===== config.mk =====
export PLATFORM = sky130hd
export DESIGN_NAME = fault_code_table
export DESIGN_NICKNAME = d
export VERILOG_FILES = /design/src/fct_pkg.sv /design/src/fct_ram.sv /design/src/fct_ctrl.sv /design/src/fault_code_table.sv
export SDC_FILE = /design/constraint.sdc
export NUM_CORES = 1
export LEC_CHECK = 0
export BUFFER_PORTS_ARGS = -buffer_cell sky130_fd_sc_hd__buf_2
export CAP_MARGIN = 10
export CORE_ASPECT_RATIO = 1.25
export CORE_MARGIN = 10
export CORE_UTILIZATION = 66
export CTS_CLUSTER_DIAMETER = 60
export CTS_CLUSTER_SIZE = 20
export DETAILED_ROUTE_END_ITERATION = 7
export PLACE_DENSITY = 0.89
export SYNTH_ARGS = -nofsm -noshare
export SYNTH_HDL_FRONTEND = slang
export SYNTH_SLANG_ARGS = --single-unit

===== constraint.sdc =====
create_clock -name aclk -period 8.4 [get_ports aclk]
set_input_delay 0.42 -clock aclk [delete_from_list [all_inputs] [get_ports aclk]]
set_output_delay 0.42 -clock aclk [all_outputs]
set_load 0.03 [all_outputs]

===== src/fct_pkg.sv =====
// fault code table package: sizes, codes and transaction types
`timescale 1ns / 1ps
`default_nettype none

package fct_pkg;

    // table size and derived widths
    localparam int DEPTH     = 8;
    localparam int ADDR_W    = (DEPTH > 1) ? $clog2(DEPTH) : 1;
    localparam int CNT_W     = $clog2(DEPTH + 1);
    localparam int CODE_W    = 16;
    localparam int OCC_W     = 8;
    localparam int TOTAL_W   = 7;

    // operation codes
    localparam logic [1:0] OP_STORE     = 2'd0;
    localparam logic [1:0] OP_CLEAR     = 2'd1;
    localparam logic [1:0] OP_CLEAR_ALL = 2'd2;
    localparam logic [1:0] OP_QUERY     = 2'd3;

    // status codes
    localparam logic [2:0] STS_OK        = 3'd0;
    localparam logic [2:0] STS_EXISTS    = 3'd1;
    localparam logic [2:0] STS_FULL      = 3'd2;
    localparam logic [2:0] STS_INVALID   = 3'd3;
    localparam logic [2:0] STS_NOT_FOUND = 3'd4;

    localparam logic [OCC_W-1:0] OCC_MAX = {OCC_W{1'b1}};

    // input transaction
    typedef struct packed {
        logic [1:0]        op;
        logic [CODE_W-1:0] code;
    } in_item_t;

    // result transaction
    typedef struct packed {
        logic [2:0]         status;
        logic               hit_active;
        logic [OCC_W-1:0]   occurrences;
        logic [TOTAL_W-1:0] entry_total;
    } out_item_t;

    // one stored table entry
    typedef struct packed {
        logic [CODE_W-1:0] code;
        logic [OCC_W-1:0]  occ;
        logic              active;
    } entry_t;

    // memory access from the sequencer
    typedef struct packed {
        logic              wr_en;
        logic [ADDR_W-1:0] wr_addr;
        entry_t            wr_data;
        logic              rd_en;
        logic [ADDR_W-1:0] rd_addr;
    } mem_cmd_t;

endpackage

`default_nettype wire


===== src/fct_ram.sv =====
// fault code table entry store: simple dual-port ram with registered read
`timescale 1ns / 1ps
`default_nettype none

module fct_ram #(
    parameter int WIDTH  = 25,
    parameter int DEPTH  = 8,
    parameter int ADDR_W = (DEPTH > 1) ? $clog2(DEPTH) : 1
) (
    input  wire logic              aclk,
    input  wire logic              wr_en,
    input  wire logic [ADDR_W-1:0] wr_addr,
    input  wire logic [WIDTH-1:0]  wr_data,
    input  wire logic              rd_en,
    input  wire logic [ADDR_W-1:0] rd_addr,
    output logic      [WIDTH-1:0]  rd_data
);

    logic [WIDTH-1:0] mem [DEPTH];

    // write port
    always_ff @(posedge aclk) begin
        if (wr_en) begin
            mem[wr_addr] <= wr_data;
        end
    end

    // read port, registered read data
    always_ff @(posedge aclk) begin
        if (rd_en) begin
            rd_data <= mem[rd_addr];
        end
    end

endmodule

`default_nettype wire


===== src/fct_ctrl.sv =====
// fault code table sequencer: scan, read-modify-write and result register
`timescale 1ns / 1ps
`default_nettype none

module fct_ctrl (
    input  wire logic                      aclk,
    input  wire logic                      aresetn,
    input  wire logic                      s_valid,
    output logic                           s_ready,
    input  wire fct_pkg::in_item_t         s_data,
    output logic                           m_valid,
    input  wire logic                      m_ready,
    output fct_pkg::out_item_t             m_data,
    input  wire logic [fct_pkg::CODE_W-1:0] reserved_code,
    output fct_pkg::mem_cmd_t              mem_cmd,
    input  wire fct_pkg::entry_t           rd_data
);

    import fct_pkg::*;

    localparam logic [2:0] S_IDLE = 3'd0;
    localparam logic [2:0] S_SCAN = 3'd1;
    localparam logic [2:0] S_ACT  = 3'd2;
    localparam logic [2:0] S_MOVE = 3'd3;
    localparam logic [2:0] S_DONE = 3'd4;

    logic [2:0]        state_reg, state_next;
    logic [CNT_W-1:0]  count_reg, count_next;
    logic [CNT_W-1:0]  ptr_reg, ptr_next;
    logic              pend_reg, pend_next;
    logic              found_reg, found_next;
    logic              m_valid_reg, m_valid_next;

    logic [1:0]        op_reg, op_next;
    logic [CODE_W-1:0] code_reg, code_next;
    logic [ADDR_W-1:0] data_addr_reg, data_addr_next;
    logic [ADDR_W-1:0] hit_addr_reg, hit_addr_next;
    entry_t            hit_reg, hit_next;
    logic [2:0]        res_status_reg, res_status_next;
    logic              res_active_reg, res_active_next;
    logic [OCC_W-1:0]  res_occ_reg, res_occ_next;
    out_item_t         m_data_reg, m_data_next;

    logic [CNT_W-1:0]  last_idx;
    logic [OCC_W-1:0]  occ_inc;

    assign s_ready  = (state_reg == S_IDLE);
    assign m_valid  = m_valid_reg;
    assign m_data   = m_data_reg;
    assign last_idx = count_reg - 1'b1;
    assign occ_inc  = (hit_reg.occ == OCC_MAX) ? OCC_MAX : hit_reg.occ + 1'b1;

    // next state and memory access
    always_comb begin
        state_next      = state_reg;
        count_next      = count_reg;
        ptr_next        = ptr_reg;
        pend_next       = pend_reg;
        found_next      = found_reg;
        m_valid_next    = m_valid_reg;
        op_next         = op_reg;
        code_next       = code_reg;
        data_addr_next  = data_addr_reg;
        hit_addr_next   = hit_addr_reg;
        hit_next        = hit_reg;
        res_status_next = res_status_reg;
        res_active_next = res_active_reg;
        res_occ_next    = res_occ_reg;
        m_data_next     = m_data_reg;
        mem_cmd         = '0;

        if (m_valid_reg && m_ready) begin
            m_valid_next = 1'b0;
        end

        unique case (state_reg)
            S_IDLE: begin
                if (s_valid) begin
                    op_next    = s_data.op;
                    code_next  = s_data.code;
                    ptr_next   = '0;
                    pend_next  = 1'b0;
                    found_next = 1'b0;
                    if (s_data.op == OP_CLEAR_ALL) begin
                        count_next      = '0;
                        res_status_next = STS_OK;
                        res_active_next = 1'b0;
                        res_occ_next    = '0;
                        state_next      = S_DONE;
                    end else begin
                        state_next = S_SCAN;
                    end
                end
            end

            // linear search, one read issued per cycle
            S_SCAN: begin
                if (pend_reg && rd_data.code == code_reg) begin
                    found_next    = 1'b1;
                    hit_addr_next = data_addr_reg;
                    hit_next      = rd_data;
                    pend_next     = 1'b0;
                    state_next    = S_ACT;
                end else if (ptr_reg < count_reg) begin
                    mem_cmd.rd_en  = 1'b1;
                    mem_cmd.rd_addr = ptr_reg[ADDR_W-1:0];
                    pend_next      = 1'b1;
                    data_addr_next = ptr_reg[ADDR_W-1:0];
                    ptr_next       = ptr_reg + 1'b1;
                end else begin
                    pend_next  = 1'b0;
                    state_next = S_ACT;
                end
            end

            // apply the operation
            S_ACT: begin
                state_next = S_DONE;
                unique case (op_reg)
                    OP_STORE: begin
                        if (code_reg == reserved_code) begin
                            // rejected, a stored entry with this code is still reported
                            res_status_next = STS_INVALID;
                            res_active_next = found_reg && hit_reg.active;
                            res_occ_next    = found_reg ? hit_reg.occ : '0;
                        end else if (found_reg) begin
                            mem_cmd.wr_en          = 1'b1;
                            mem_cmd.wr_addr        = hit_addr_reg;
                            mem_cmd.wr_data.code   = code_reg;
                            mem_cmd.wr_data.occ    = occ_inc;
                            mem_cmd.wr_data.active = 1'b1;
                            res_status_next        = STS_EXISTS;
                            res_active_next        = 1'b1;
                            res_occ_next           = occ_inc;
                        end else if (count_reg == CNT_W'(DEPTH)) begin
                            res_status_next = STS_FULL;
                            res_active_next = 1'b0;
                            res_occ_next    = '0;
                        end else begin
                            mem_cmd.wr_en          = 1'b1;
                            mem_cmd.wr_addr        = count_reg[ADDR_W-1:0];
                            mem_cmd.wr_data.code   = code_reg;
                            mem_cmd.wr_data.occ    = OCC_W'(1);
                            mem_cmd.wr_data.active = 1'b1;
                            count_next             = count_reg + 1'b1;
                            res_status_next        = STS_OK;
                            res_active_next        = 1'b1;
                            res_occ_next           = OCC_W'(1);
                        end
                    end
                    OP_CLEAR: begin
                        res_active_next = 1'b0;
                        res_occ_next    = '0;
                        if (found_reg) begin
                            // the last entry fills the hole, entries stay contiguous
                            count_next      = last_idx;
                            res_status_next = STS_OK;
                            if (hit_addr_reg != last_idx[ADDR_W-1:0]) begin
                                mem_cmd.rd_en   = 1'b1;
                                mem_cmd.rd_addr = last_idx[ADDR_W-1:0];
                                state_next      = S_MOVE;
                            end
                        end else begin
                            res_status_next = STS_NOT_FOUND;
                        end
                    end
                    default: begin
                        if (found_reg) begin
                            res_status_next = STS_OK;
                            res_active_next = hit_reg.active;
                            res_occ_next    = hit_reg.occ;
                        end else begin
                            res_status_next = STS_NOT_FOUND;
                            res_active_next = 1'b0;
                            res_occ_next    = '0;
                        end
                    end
                endcase
            end

            // write the moved entry into the freed slot
            S_MOVE: begin
                mem_cmd.wr_en   = 1'b1;
                mem_cmd.wr_addr = hit_addr_reg;
                mem_cmd.wr_data = rd_data;
                state_next      = S_DONE;
            end

            // hand the result to the output register
            S_DONE: begin
                if (!m_valid_reg || m_ready) begin
                    m_valid_next            = 1'b1;
                    m_data_next.status      = res_status_reg;
                    m_data_next.hit_active  = res_active_reg;
                    m_data_next.occurrences = res_occ_reg;
                    m_data_next.entry_total = TOTAL_W'(count_reg);
                    state_next              = S_IDLE;
                end
            end

            default: begin
                state_next = S_IDLE;
            end
        endcase
    end

    // control registers
    always_ff @(posedge aclk) begin
        if (!aresetn) begin
            state_reg   <= S_IDLE;
            count_reg   <= '0;
            ptr_reg     <= '0;
            pend_reg    <= 1'b0;
            found_reg   <= 1'b0;
            m_valid_reg <= 1'b0;
        end else begin
            state_reg   <= state_next;
            count_reg   <= count_next;
            ptr_reg     <= ptr_next;
            pend_reg    <= pend_next;
            found_reg   <= found_next;
            m_valid_reg <= m_valid_next;
        end
    end

    // payload registers
    always_ff @(posedge aclk) begin
        op_reg         <= op_next;
        code_reg       <= code_next;
        data_addr_reg  <= data_addr_next;
        hit_addr_reg   <= hit_addr_next;
        hit_reg        <= hit_next;
        res_status_reg <= res_status_next;
        res_active_reg <= res_active_next;
        res_occ_reg    <= res_occ_next;
        m_data_reg     <= m_data_next;
    end

endmodule

`default_nettype wire


===== src/fault_code_table.sv =====
// fault code table top level: config register, sequencer and entry ram
//
//  channel   ports                         direction  carries
//  input     s_valid s_ready s_data        in         op, code
//  result    m_valid m_ready m_data        out        status, hit_active, occurrences, entry_total
//  config    cfg_valid cfg_ready cfg_data  in         reserved_code
//
// one transaction at a time: accept, linear scan of the stored entries at one ram
// read per cycle, an update state and a result state; a miss scans every stored entry,
// a hit ends the scan early. clear all skips the scan and the update state; a clear of
// any entry but the last adds a move state for the ram move. the single ram read port
// sets the scan length.
// reset empties the table at once through the entry count; ram contents are not swept.
// the result register frees the sequencer while m_ready is low; a second result waits.
`timescale 1ns / 1ps
`default_nettype none

module fault_code_table (
    input  wire logic                       aclk,
    input  wire logic                       aresetn,
    input  wire logic                       s_valid,
    output logic                            s_ready,
    input  wire fct_pkg::in_item_t          s_data,
    output logic                            m_valid,
    input  wire logic                       m_ready,
    output fct_pkg::out_item_t              m_data,
    input  wire logic                       cfg_valid,
    output logic                            cfg_ready,
    input  wire logic [fct_pkg::CODE_W-1:0] cfg_data
);

    import fct_pkg::*;

    logic [CODE_W-1:0] reserved_code_reg;
    mem_cmd_t          mem_cmd;
    entry_t            rd_data;

    // configuration register
    assign cfg_ready = 1'b1;

    always_ff @(posedge aclk) begin
        if (!aresetn) begin
            reserved_code_reg <= '0;
        end else if (cfg_valid) begin
            reserved_code_reg <= cfg_data;
        end
    end

    // sequencer
    fct_ctrl u_ctrl (
        .aclk          (aclk),
        .aresetn       (aresetn),
        .s_valid       (s_valid),
        .s_ready       (s_ready),
        .s_data        (s_data),
        .m_valid       (m_valid),
        .m_ready       (m_ready),
        .m_data        (m_data),
        .reserved_code (reserved_code_reg),
        .mem_cmd       (mem_cmd),
        .rd_data       (rd_data)
    );

    // entry store
    fct_ram #(
        .WIDTH  ($bits(entry_t)),
        .DEPTH  (DEPTH),
        .ADDR_W (ADDR_W)
    ) u_ram (
        .aclk    (aclk),
        .wr_en   (mem_cmd.wr_en),
        .wr_addr (mem_cmd.wr_addr),
        .wr_data (mem_cmd.wr_data),
        .rd_en   (mem_cmd.rd_en),
        .rd_addr (mem_cmd.rd_addr),
        .rd_data (rd_data)
    );

`ifndef NO_ASSERTIONS
    // entry total never beyond the table size
    a_total_bound: assert property (@(posedge aclk) disable iff (!aresetn)
        m_valid |-> (m_data.entry_total <= TOTAL_W'(DEPTH)))
        else $error("entry total beyond table size");

    // a store refused for a full table reports no entry
    a_reject_empty: assert property (@(posedge aclk) disable iff (!aresetn)
        (m_valid && m_data.status == STS_FULL)
        |-> (!m_data.hit_active && m_data.occurrences == '0))
        else $error("full table store reports an entry");

    // an active entry has been seen at least once
    a_active_count: assert property (@(posedge aclk) disable iff (!aresetn)
        (m_valid && m_data.hit_active) |-> (m_data.occurrences != '0))
        else $error("active entry with zero occurrences");

    // one transaction at a time through the sequencer
    a_one_at_a_time: assert property (@(posedge aclk) disable iff (!aresetn)
        (s_valid && s_ready) |=> !s_ready)
        else $error("input taken while a transaction is in flight");

    // ram writes stay inside the table
    a_wr_range: assert property (@(posedge aclk) disable iff (!aresetn)
        mem_cmd.wr_en |-> (int'(mem_cmd.wr_addr) < DEPTH))
        else $error("ram write outside the table");
`endif

endmodule

`default_nettype wire

==> metrics list <==
- Run status: finished clean
* Clock sink total: 316
* Cells on worst reg2reg path: 9
- In this run the number of H-tree levels came out at 1.
- Class of the tightest hold or removal check: in -> reg
- In the routed design, unresolved DRC markers number 0.
- Max IR drop VDD: 0.0001626 V
- Final setup violation count: 0
- From left edge to right edge, the die measures 146.9 um.
- Max reg flops: 200
- Worst hold slack across all endpoints: 0.07939 ns
- Yosys mapped a number of flops with a built-in enable equal to 286.
* Number of warnings reported in the yosys synthesis log: 0
* Tightest Pin Transition: 1.057 ns
- Once detailed placement completed, the half-perimeter wirelength came to 16940 um.
- The mapped netlist covers 13280 um^2.
* Initial core utilization: 67.72%
- The congestion estimate from routability-driven global placement came to 0.8801.
* Vias per cell: 6.638
- Fraction of the mapped netlist area in adder cells: 0.6594%
* Via count of the first global-routing pass: 7974
- Diodes inserted: 0
- The net count of the finished layout is 996.
- After floorplanning, the core was sized to cover 19610 um^2.
- The number of antenna violations at the first check in global routing came to 0.
* CP max-delay cell: sky130_fd_sc_hd__buf_4
* Synth Area in Compound Gates: 10.81%
- The most used flip-flop cell after synthesis is sky130_fd_sc_hd__edfxtp_1.
* Data required time at the worst endpoint: 8.65 ns
* Die ar.: 26230 um^2
- Critical path peak fanout: 101
* Cts repair resizes: 0
- 61 I/O pins were placed.
* Deepest clock path buffer count: 3
- After the first detailed-routing iteration, the DRC count stood at 909.
- For this run, the register share of the synthesized area comes to 69.19%.
* Crit path time final: 3.934 ns
* Pin count of the biggest net entering global routing: 102
- In this run, post-CTS hold repair placed 0 buffers.
* Peak clock frequency supported by timing: 0.2542 GHz
* Source-to-sink clock delay at the later pin of the worst-skew pair: 0.52 ns
* Average detailed-routed wire length per instance: 23.57 um
- The routed design has 28940 um of wire.
- Pre-antenna DRT Iters: 5
* Max Slew Vio Count: 0
- The cell sitting at the root of the clock tree is a sky130_fd_sc_hd__clkbuf_16.
* Share of the cycle needed by the critical path after routing: 46.83%
- Once the clock tree was built, the setup fixing pass inserted 0 buffers.
* R2r startpoint: u_ctrl.count_reg[0]$_SDFFE_PN0P_
* Remaining global-route overflow: 0
- Synthesis inferred 316 register bits.
- Main combinational cell family by area after synthesis: simple AND/OR/NAND/NOR gates
- The total count of hold-check failures in the final report was 0.
* Worst Path Arrival: 4.18 ns
- The die is 178.6 um tall.
- Row cnt: 57
- Traced cell by cell, the critical path runs through inv_1 -> ha_1 -> xor2_1 -> a311oi_2 -> nand2_2 -> buf_4 -> nand2_8 -> a211oi_1 -> nor4_1.
- TritonCTS clock tree: done
- Across all register-to-register paths, the minimum setup slack is 4.47 ns.
* Most common library cell in the layout ignoring fill and taps: sky130_fd_sc_hd__edfxtp_1
* Final total negative setup slack: 0 ns
* Clock transition at the registers of the reported paths: 0.08 ns
- Summed over all cells, the static leakage comes to 5.049 nW.
- Mux share of post-synthesis cell area: 1.366%
* Power density normalized to cell area: 192.2 nW/um^2
- Largest registers ranked by flip-flop count: u_ram.mem x200, u_ram.rd_data x25
- Setup repair after global routing left no endpoint under its margin.
- The worst pin sits at a relative slew slack of 29.52%.
- The top cell types in the final layout, fill and taps aside, are sky130_fd_sc_hd__edfxtp_1 (286), sky130_fd_sc_hd__and3_1 (104), sky130_fd_sc_hd__a211oi_1 (102), sky130_fd_sc_hd__buf_2 (56), sky130_fd_sc_hd__dfxtp_1 (30).
* Asr flop ratio synth: 0%
- After filler insertion, the fill cell instance count of the layout stands at 1129.
- A synthesized cell averages 14.47 um^2.
- Synth cell types: 71
- The worst register-to-register path ends at u_ram.rd_data[10]$_DFFE_PP_.
- Crit-path max cell delay: 0.69 ns
- Of the total synthesized cell area, the portion taken by XOR and XNOR cells is 2.939%.
- More flip-flops sit in one register than any other, and that register is u_ram.mem.
* Startpoint of the most critical hold path: s_data[8]
- Total via count in the routed design: 8151
- P&R area growth vs syn: 7.433%
- Endpoint kind of the worst setup timing path: flop
- Startpoint class of the critical path: flop
* Worst Hold Path Cells: 1
* Port Buffers: 56
- Flip-flop and latch area: 9189 um^2
- Number of standard cells after synthesis: 918
* Max-cap violations: 0
- CP Class: reg -> reg
- Area of combinational cells with multiple inputs: 3757 um^2
* Ratio of cells with drive above 1 in the final layout: 12.98%
* Count of antenna-violating nets left after detailed routing: 0
- Buffers inserted during clock tree synthesis total 19.
* Largest clock skew in the final design: 0.01914 ns
- Total routing usage reported by global routing: 21.71%
- The first global-routing pass estimated 45240 um of wire.
* Basic-gate share of the synthesized area counting and, or, nand and nor cells: 12.03%
* End point of the most critical hold path: u_ctrl.code_reg[8]$_DFFE_PP_
worst max path at each step:
stage	start	end	slack, ns	cells after the start
6_report	u_ctrl.count_reg[0]$_SDFFE_PN0P_	u_ram.rd_data[10]$_DFFE_PP_	4.47	9
2_1_floorplan	u_ctrl.count_reg[0]$_SDFFE_PN0P_	u_ram.mem[2][0]$_DFFE_PP_	4.13	7
4_1_cts	u_ctrl.code_reg[7]$_DFFE_PP_	u_ram.mem[2][6]$_DFFE_PP_	4.57	8
5_1_grt	u_ctrl.code_reg[6]$_DFFE_PP_	u_ram.mem[2][18]$_DFFE_PP_	4.19	8
3_3_place_gp	u_ctrl.count_reg[0]$_SDFFE_PN0P_	u_ram.rd_data[20]$_DFFE_PP_	4.80	9
3_5_place_dp	u_ctrl.count_reg[0]$_SDFFE_PN0P_	u_ram.rd_data[19]$_DFFE_PP_	4.62	9
Yosys cell counts, types with 5 or more instances:
library cell	n	area (um^2)
sky130_fd_sc_hd__edfxtp_1	286	8588
sky130_fd_sc_hd__and3_1	104	650.6
sky130_fd_sc_hd__a211oi_1	102	765.7
sky130_fd_sc_hd__dfxtp_1	30	600.6
sky130_fd_sc_hd__nor2_1	29	108.9
sky130_fd_sc_hd__xor2_1	29	254.0
sky130_fd_sc_hd__nand2_1	27	101.4
sky130_fd_sc_hd__nor4_1	27	168.9
sky130_fd_sc_hd__clkbuf_1	24	90.09
sky130_fd_sc_hd__nor2b_1	21	131.4
sky130_fd_sc_hd__buf_2	19	95.09
sky130_fd_sc_hd__a22o_1	17	148.9
sky130_fd_sc_hd__mux2i_1	17	170.2
sky130_fd_sc_hd__inv_1	16	60.06
sky130_fd_sc_hd__xnor2_1	13	113.9
sky130_fd_sc_hd__a21oi_1	12	60.06
sky130_fd_sc_hd__buf_4	12	90.09
sky130_fd_sc_hd__nor3_1	12	60.06
sky130_fd_sc_hd__a21o_1	8	60.06
sky130_fd_sc_hd__ha_1	7	87.58
sky130_fd_sc_hd__nand3_1	7	35.03
sky130_fd_sc_hd__nand4_1	6	37.54
sky130_fd_sc_hd__o21ai_0	6	30.03
sky130_fd_sc_hd__a21boi_0	5	37.54
sky130_fd_sc_hd__nor4_2	5	62.56
sky130_fd_sc_hd__or4_1	5	37.54
metrics by stage:
stage | utilization (%) | area, um^2 | setup slack (ns) | total power [mW] | cells
2_1_floorplan | - | 13290 | 4.128 | 1.838 | 920
3_3_place_gp | 69.95 | 13720 | 4.800 | 1.869 | 1193
3_5_place_dp | 69.95 | 13720 | 4.619 | 1.873 | 1193
4_1_cts | 72.71 | 14260 | 4.569 | 2.753 | 1227
5_1_grt | 72.75 | 14270 | 4.189 | 2.819 | 1228
6_report | 72.75 | 14270 | 4.466 | 2.743 | 1228
power by group:
part / leakage, nW / internal [mW] / switching, mW
logic: 1.79 / 0.0361 / 0.0597
clock network: 0.261 / 0.434 / 0.470
registers: 3.00 / 1.72 / 0.0218
worst max-delay path: cells and delay by family, from the launching register on:
family,cells,cell delay (ns)
AND/OR/NAND/NOR,3,0.83
adder cells (fa/ha/maj),1,0.46
XOR/XNOR,1,0.28
flip-flops,1,0.48
AO/OA/AOI/OAI,2,0.70
buffers and inverters,2,0.87
logic make-up (layout without fill, tap and decap cells):
family	after synthesis	count (layout)
compound gates	186	186
xor+xnor	43	43
fa+ha+maj	7	7
buf+inv	78	121
flops	316	316
mux	18	18
other cells	2	4
simple gates	268	268
layer usage:
layer,GRT usage [%],part of all wire [%],wire length (um)
met1,27.86,38,10920
met2,37.23,50,14480
met3,3.473,9.9,2877
met4,7.018,2.3,652
met5,0,0,0
area by class of cell:
| class | instances | share of cell area, % |
|---|---|---|
| flip-flops and latches | 316 | 64.40 |
| multi-input cells | 526 | 26.33 |
| clock buffers | 32 | 3.700 |
| repair buffers | 70 | 2.701 |
| well taps | 265 | 2.324 |
| inverters | 17 | 0.4472 |
| clock inverters | 2 | 0.09646 |
Power figures use the tool's default switching activity.
